===== src/pcd_pkg.sv =====
// ----------------------------------------------------------------------------
// pcd_pkg: shared types and constants of the Poisson CUSUM change detector
// Holds the item payloads, the state machine encodings, the register indexes
// and the fixed arithmetic constants.
// ----------------------------------------------------------------------------
package pcd_pkg;

  // Input item: command and observed count.
  typedef struct packed {
    logic        command;
    logic [15:0] sample_value;
  } pcd_in_t;

  // Result item.
  typedef struct packed {
    logic        alarm;
    logic        evaluated;
    logic [39:0] statistic;
  } pcd_out_t;

  // Commands.
  localparam logic CMD_SAMPLE = 1'b0;
  localparam logic CMD_CLEAR  = 1'b1;

  // Configuration register indexes.
  localparam logic CFG_CHANGE_AMOUNT   = 1'b0;
  localparam logic CFG_ALARM_THRESHOLD = 1'b1;

  // Register reset values.
  localparam logic signed [16:0] CHANGE_AMOUNT_RST   = 17'sd256;
  localparam logic        [31:0] ALARM_THRESHOLD_RST = 32'd327680;

  // ln(2) in Q0.32.
  localparam logic [31:0] LN2_Q32 = 32'd2977044472;

  // Saturation limits.
  localparam logic [47:0] SUM_MAX  = {48{1'b1}};
  localparam logic [31:0] CNT_MAX  = {32{1'b1}};
  localparam logic [39:0] STAT_MAX = {40{1'b1}};

  // Sequencer of the top level.
  typedef enum logic [3:0] {
    ST_IDLE,
    ST_DIVIDE,
    ST_CHECK,
    ST_LOG_AFTER,
    ST_LOG_BEFORE,
    ST_SCALE,
    ST_WEIGHT,
    ST_ACCUM,
    ST_STAT,
    ST_DONE
  } pcd_state_e;

  // Sequencer of the logarithm unit.
  typedef enum logic [1:0] {
    LG_IDLE,
    LG_NORM,
    LG_SQUARE,
    LG_FIX
  } pcd_lg_state_e;

endpackage


===== src/pcd_log2.sv =====
// ----------------------------------------------------------------------------
// pcd_log2: iterative base-2 logarithm
// Normalizes a 64-bit fixed-point value by shifting, then builds the fraction
// one bit per squaring of a Q1.30 mantissa on a single shared multiplier.
// ----------------------------------------------------------------------------
module pcd_log2 import pcd_pkg::*; #(
  parameter int FracBits = 16,
  localparam int LW      = FracBits + 8
) (
  input  logic                 clk_i,
  input  logic                 rst_ni,
  input  logic                 start_i,
  input  logic [63:0]          value_i,
  output logic                 done_o,
  output logic signed [LW-1:0] result_o
);

  localparam int IW = $clog2(FracBits);

  pcd_lg_state_e        state_q, state_d;
  logic [63:0]          norm_q, norm_d;
  logic [5:0]           pos_q, pos_d;
  logic [30:0]          man_q, man_d;
  logic [61:0]          sqr_q, sqr_d;
  logic [FracBits-1:0]  frac_q, frac_d;
  logic [IW-1:0]        iter_q, iter_d;
  logic                 done_q, done_d;
  logic [31:0]          scaled;
  logic [7:0]           int_part;

  // Control registers.
  always_ff @(posedge clk_i or negedge rst_ni) begin
    if (!rst_ni) begin
      state_q <= LG_IDLE;
      done_q  <= 1'b0;
    end else begin
      state_q <= state_d;
      done_q  <= done_d;
    end
  end

  // Datapath registers.
  always_ff @(posedge clk_i) begin
    norm_q <= norm_d;
    pos_q  <= pos_d;
    man_q  <= man_d;
    sqr_q  <= sqr_d;
    frac_q <= frac_d;
    iter_q <= iter_d;
  end

  assign scaled = sqr_q[61:30];

  // Sequencer: normalize, then square and renormalize once per fraction bit.
  always_comb begin
    state_d = state_q;
    norm_d  = norm_q;
    pos_d   = pos_q;
    man_d   = man_q;
    sqr_d   = sqr_q;
    frac_d  = frac_q;
    iter_d  = iter_q;
    done_d  = 1'b0;
    case (state_q)
      LG_IDLE: begin
        if (start_i) begin
          norm_d  = (value_i == 64'd0) ? 64'd1 : value_i;
          pos_d   = 6'd63;
          state_d = LG_NORM;
        end
      end
      LG_NORM: begin
        if (norm_q[63]) begin
          man_d   = norm_q[63:33];
          frac_d  = '0;
          iter_d  = '0;
          state_d = LG_SQUARE;
        end else if (norm_q[63:56] == 8'd0) begin
          norm_d = norm_q << 8;
          pos_d  = pos_q - 6'd8;
        end else begin
          norm_d = norm_q << 1;
          pos_d  = pos_q - 6'd1;
        end
      end
      LG_SQUARE: begin
        sqr_d   = 62'(man_q) * 62'(man_q);
        state_d = LG_FIX;
      end
      LG_FIX: begin
        if (scaled[31]) begin
          man_d = scaled[31:1];
        end else begin
          man_d = scaled[30:0];
        end
        frac_d = {frac_q[FracBits-2:0], scaled[31]};
        iter_d = iter_q + 1'b1;
        if (iter_q == IW'(FracBits - 1)) begin
          done_d  = 1'b1;
          state_d = LG_IDLE;
        end else begin
          state_d = LG_SQUARE;
        end
      end
      default: state_d = LG_IDLE;
    endcase
  end

  // Integer part is the leading-one position less the fraction width.
  assign int_part = {2'b00, pos_q} - 8'(FracBits);
  assign result_o = $signed({int_part, frac_q});
  assign done_o   = done_q;

endmodule


===== config.mk =====
export PLATFORM = sky130hd
export DESIGN_NAME = pcd_log2
export DESIGN_NICKNAME = d
export VERILOG_FILES = /design/src/pcd_pkg.sv /design/src/pcd_log2.sv
export SDC_FILE = /design/constraint.sdc
export NUM_CORES = 2
export LEC_CHECK = 0
export ABC_CLOCK_PERIOD_IN_PS = 16200
export BUFFER_PORTS_ARGS = -buffer_cell sky130_fd_sc_hd__buf_4
export CORE_MARGIN = 3
export CORE_UTILIZATION = 30
export CTS_CLUSTER_DIAMETER = 100
export CTS_CLUSTER_SIZE = 20
export DETAILED_ROUTE_END_ITERATION = 16
export GPL_TIMING_DRIVEN = 0
export PLACE_DENSITY = 0.49
export REMOVE_ABC_BUFFERS = 1
export SLEW_MARGIN = 10
export SYNTH_ARGS = -nofsm -noshare
export SYNTH_HDL_FRONTEND = slang
export SYNTH_SLANG_ARGS = --single-unit

===== constraint.sdc =====
create_clock -name clk_i -period 16.2 [get_ports clk_i]
set_input_delay 2.43 -clock clk_i [delete_from_list [all_inputs] [get_ports clk_i]]
set_output_delay 2.43 -clock clk_i [all_outputs]
set_load 0.02 [all_outputs]

After elaboration in Yosys (flattened, before gate mapping)
Index checks and enable logic that the tools add are counted.
{"block": "classes", "add_sub_neg": 4, "reduce_logical": 9, "mux": 22, "n_eq_ne": 7, "mul": 1}
{"cell": "2-to-1 mux 64 bit", "n": 4}
{"cell": "one-hot mux 64 bit (2 select lines)", "n": 1}
{"cell": "logical NOT 64 bit", "n": 1}
{"cell": "multiplier 31 x 31 -> 62 bit", "n": 1}
{"cell": "2-to-1 mux 31 bit", "n": 2}
{"cell": "one-hot mux 31 bit (2 select lines)", "n": 1}
{"cell": "one-hot mux 16 bit (2 select lines)", "n": 1}
{"cell": "2-to-1 mux 6 bit", "n": 3}
{"cell": "2-to-1 mux 16 bit", "n": 1}
{"cell": "one-hot mux 6 bit (2 select lines)", "n": 1}
{"cell": "logical NOT 8 bit", "n": 1}
{"cell": "one-hot mux 2 bit (4 select lines)", "n": 1}
{"cell": "one-hot mux 4 bit (2 select lines)", "n": 1}
{"cell": "subtractor 6 x 5 -> 7 bit (second input constant)", "n": 1}
{"cell": "2-to-1 mux 2 bit", "n": 3}
{"cell": "!= test 2 bit (second input constant)", "n": 3}
{"cell": "AND reduction 2 bit", "n": 3}
{"cell": "subtractor 6 x 1 -> 6 bit (second input constant)", "n": 1}
{"cell": "subtractor 6 x 4 -> 6 bit (second input constant)", "n": 1}
{"cell": "adder 4 x 1 -> 4 bit (second input constant)", "n": 1}
{"cell": "equality test 2 bit (second input constant)", "n": 2}
{"cell": "equality test 4 bit (second input constant)", "n": 1}
{"cell": "2-to-1 mux 4 bit", "n": 1}
{"cell": "nonzero test 2 bit", "n": 2}
{"cell": "other kinds (4)", "n": 5}
{"block": "word_totals", "reg_bits": 186, "input_bits": 67, "output_inout_bits": 25, "elab_cells": 52}

Longest topological paths before layout
{"block": "depth", "word_depth": 4, "ltp_mapped": 31, "mapped_depth_nobuf": 29}

Worst setup path before layout
OpenSTA, ideal clock, no wires.
{"block": "synth_path", "kind": "reg2reg", "startpoint": "register man_q[4]", "endpoint": "register sqr_q[54], data pin", "path_slack_ns": 8.727, "stages_incl_launch_ff": 30, "period_less_slack_ns": 7.473, "setup_time_ns": 0.264, "t_arrival_ns": 7.209, "n_path_buf": 2, "t_required_ns": 15.936, "path_cell_list": "edfxtp_1 clkbuf_1 clkbuf_1 nand2_1 fa_1 inv_1 fa_1 fa_1 inv_1 fa_1 inv_1 fa_1 inv_1 fa_1 inv_1 fa_1 inv_1 fa_1 inv_1 ha_1 and4_2 and3_2 o311ai_1 a21oi_1 o41ai_2 o21ai_2 o21ai_2 o31ai_2 a221oi_2 xnor2_1"}
{"block": "synth_between", "elab_chain_len": 1}
{"element": "start, declared", "line_no": "pcd_log2.sv:23", "source": "logic [30:0] man_q, man_d;"}
{"element": "start signal, assigned", "line_no": "pcd_log2.sv:46", "source": "man_q <= man_d;"}
{"element": "multiplier 31 x 31 -> 62 bit", "line_no": "pcd_log2.sv:87", "source": "sqr_d = 62'(man_q) * 62'(man_q);"}
{"element": "end signal, assigned", "line_no": "pcd_log2.sv:47", "source": "sqr_q <= sqr_d;"}
{"element": "end, declared", "line_no": "pcd_log2.sv:24", "source": "logic [61:0] sqr_q, sqr_d;"}
No other way between the ends.
A chain may end at the register's enable or synchronous reset.

Final worst setup path
{"block": "layout_path", "startpoint": "register man_q[18]", "endpoint": "register sqr_q[52], data pin"}
The elaborated chain is that of the path after synthesis.

==> impl_metrics.toml <==
[finish]
post-route-util = 0.3415
drive_above_1_share = 0.06530
num-nets-final = 4621
areaGrowthSynthToFinish_pct = 12.00

[timing]
slew_headroom = 0.2283
fin_skew_ns = 0.01041
tns_ns = 0
drv_slew = 0
hold_viol = 0
finalCritPeriodShare = 0.5620
tightest_slew_ns = 1.158
finalSetupViolations = 0
grt_setup_unrepaired = "no"
fmax_ghz = 0.1098
layout_min_cycle_time_ns = 9.104

[status]
outcome = "finished, final reports clean"

[die]
dieWidth_um = 343.0
die_area_mm2 = 0.1176
coreArea_mm2 = 0.1117
rows = 122
ios = 92
start_util = 0.3049
die_h_um = 343.0

[routing]
first_pass_iters = 5
viasPerCell = 4.556
totalWireLength_um = 91670
wl_met1_um = 39740
drc = 0
first_iter_violations = 960
top_layer = "met4"
avgRoutedWirePerCell_um = 18.18
via_count = 22980
wl_met2_um = 47110
met3_length_um = 3175
drt.antenna.violating_nets = 0

[clock_tree]
cts.path.max_buffers = 2
postCtsSetupBuffers = 0
cts-resized-gates = 0
clock_sinks = 156
htree_levels = 4
clk_latency_ns = 0.43
cts_made_buffers = 17
ctsHoldBuffers = 0
tritoncts = "done"
cts-root-buf = "clkbuf_16"
cts.clk_slew.worst_paths_ns = 0.07

[global_route]
grt_start_max_net_pins = 53
grt-ovfl-total = 0
grt_pass1_wl_um = 148500
grt_pass1_vias = 26090
antenna_found_initial = 5
grt_use_total = 0.1628

[worst_hold_path]
hold_depth = 1
hp-start = "sqr_q[60]$_DFFE_PP_"
hold_end = "man_q[30]$_SDFFCE_PP1P_"
hold_path.class = "reg2reg"

[synthesis]
synth_area_mm2 = 0.03407
synth_ff_type = "edfxtp_1"
ys_seq_elements = 156
yosysSeqAreaShare = 0.1371
async_reset_ff_frac = 0.01923
yosysWarnings = 0
syn_inst = 3505
avgSynthCellArea_um2 = 9.720
synth_edf_count = 153
synth_cell_types = 67

[place]
numPortBuffers = 91
gp_congestion = 0.8485
hpwl_um = 79400

[critical_path]
worst_ep_arrival_time_ns = 9.28
r2r-end = "sqr_q[52]$_DFFE_PP_"
endpoint_kind = "flip-flop"
critPathMaxFanout = 13
critPathKind = "reg2reg"
cp.required_ns = 16.38
reg2reg_depth = 26
regToRegSetupSlack_ns = 7.10
cp-start-kind = "flip-flop"
reg2reg_from = "man_q[18]$_DFFE_PP_"

[run]
cap_violations = 0
## layer usage
layer	up-vias	global-route usage
met2	374	0.2907
met5	-	0
met1	11890	0.2155
met3	92	0.01545
li1	10620	-
met4	0	0.03061
## synth_stat cells (3+ instances only)
| cell | instances | area share |
|---|---|---|
| a211oi_1 | 8 | 0.0018 |
| o21ai_0 | 114 | 0.017 |
| xnor2_1 | 36 | 0.0093 |
| o211ai_1 | 6 | 0.0013 |
| inv_1 | 959 | 0.11 |
| a221oi_1 | 3 | 0.00077 |
| and3_1 | 24 | 0.0044 |
| dfrtp_1 | 3 | 0.0022 |
| o21bai_1 | 14 | 0.0031 |
| nor4_1 | 22 | 0.0040 |
| a31oi_1 | 5 | 0.00092 |
| xor2_1 | 24 | 0.0062 |
| and2_1 | 191 | 0.035 |
| or2_2 | 3 | 0.00055 |
| and3_2 | 6 | 0.0013 |
| buf_4 | 5 | 0.0011 |
| nand2_1 | 411 | 0.045 |
| nor2_1 | 66 | 0.0073 |
| edfxtp_1 | 153 | 0.13 |
| nor2b_1 | 10 | 0.0018 |
| nand2b_1 | 4 | 0.00073 |
| clkbuf_1 | 129 | 0.014 |
| a2111oi_0 | 3 | 0.00077 |
| fa_1 | 747 | 0.44 |
| a31o_2 | 4 | 0.0010 |
| o21a_1 | 5 | 0.0011 |
| ha_1 | 267 | 0.098 |
| a21o_1 | 18 | 0.0040 |
| nor3_1 | 6 | 0.00088 |
| nand3_1 | 27 | 0.0040 |
| o21ai_2 | 4 | 0.0010 |
| buf_1 | 4 | 0.00044 |
| a21oi_1 | 71 | 0.010 |
| mux2i_1 | 82 | 0.024 |
| o21ai_1 | 8 | 0.0012 |
| nand4_1 | 19 | 0.0035 |
| a41oi_1 | 3 | 0.00077 |
## registers in the layout, summed over array words and instances, names as in the netlist
signal	count
pos_q	6
sqr_q	32
iter_q	4
done_o	1
frac_q	16
norm_q	64
state_q	2
man_q	31
## cell type report
class	instances	area (um^2)
repair buffers	159	2171
inverters	960	3603
flip-flops and latches	156	4669
multi-input cells	2246	25240
fillers	11520	73580
well taps	1488	1862
diodes	2	5.005
clock buffers	17	425.4
clock inverters	15	177.7
## layout by cell type, fill, tap and decap left out, drive strengths merged, types with 3 or more instances in the layout
cell type	netlist	final
o21bai	14	14
nand3	27	27
clkbuf	131	17
a211oi	8	8
inv	960	968
nor4	22	22
o21a	5	5
ha	267	267
nor3	6	6
xnor2	36	36
o211ai	6	6
mux2i	82	82
a221oi	5	5
a41oi	3	3
a21o	19	19
a31o	4	4
dfrtp	3	3
a21oi	73	73
o31ai	3	3
fa	747	747
buf	11	159
nand4	19	19
or2	3	3
a2111oi	3	3
nor2	66	66
and2	192	192
edfxtp	153	153
nand2b	4	4
clkinv	0	3
nand2	412	412
a31oi	6	6
nor2b	10	10
and3	30	30
o21ai	126	126
xor2	24	24
## per-stage QoR
stage / hold WS (ns) / setup WS, ns / instance area [um^2] / cells
after floorplan: 0.5096 / 8.776 / 33480 / 3362
after global placement: 0.5303 / 6.079 / 36030 / 4941
after detailed placement: 0.5449 / 7.201 / 37550 / 5009
after CTS: 0.5619 / 7.158 / 38150 / 5041
after global routing: 0.5803 / 6.668 / 38150 / 5041
final: 0.5581 / 7.096 / 38160 / 5043
## worst max-delay path by stage
stage,from,slack [ns],endpoint
2_1_floorplan,man_q[10]$_DFFE_PP_,8.78,sqr_q[54]$_DFFE_PP_
3_3_place_gp,man_q[14]$_DFFE_PP_,6.08,sqr_q[61]$_DFFE_PP_
3_5_place_dp,man_q[5]$_DFFE_PP_,7.20,sqr_q[61]$_DFFE_PP_
4_1_cts,man_q[5]$_DFFE_PP_,7.16,sqr_q[61]$_DFFE_PP_
5_1_grt,man_q[18]$_DFFE_PP_,6.67,sqr_q[52]$_DFFE_PP_
6_report,man_q[18]$_DFFE_PP_,7.10,sqr_q[52]$_DFFE_PP_
## worst max-delay path, stage by stage, from the launching register on
cell and delay [ns]:
edfxtp_1 0.79, buf_16 0.23, buf_8 0.18, inv_1 0.27, nor2_1 0.27, inv_1 0.08, fa_1 0.49, fa_1 0.55
inv_1 0.05, fa_1 0.49, inv_1 0.05, fa_1 0.53, inv_1 0.05, fa_1 0.38, fa_1 0.44, fa_1 0.46
fa_1 0.47, ha_1 0.37, a211oi_1 0.36, o211ai_1 0.17, a221oi_1 0.98, o21ai_1 0.17, a221oi_1 0.30, o21ai_1 0.19
a21oi_1 0.28, o21bai_1 0.13, xnor2_1 0.13
## kinds of logic (layout without fill, tap and decap cells)
family,after synthesis,count (layout),share of synthesized area
AOI/OAI and AO/OA,290,290,0.05193
xor gates and xnor gates,60,60,0.01543
adders and majority gates,1014,1014,0.5370
buffers and inverters,1103,1151,0.1230
DFF,156,156,0.1371
muxes,83,83,0.02442
other,0,2,0
and+or+nand+nor,799,799,0.1112
Power is left out: the tool's default activity adds up to more than one toggle a clock period on the data nets, which glitch-free logic cannot reach.
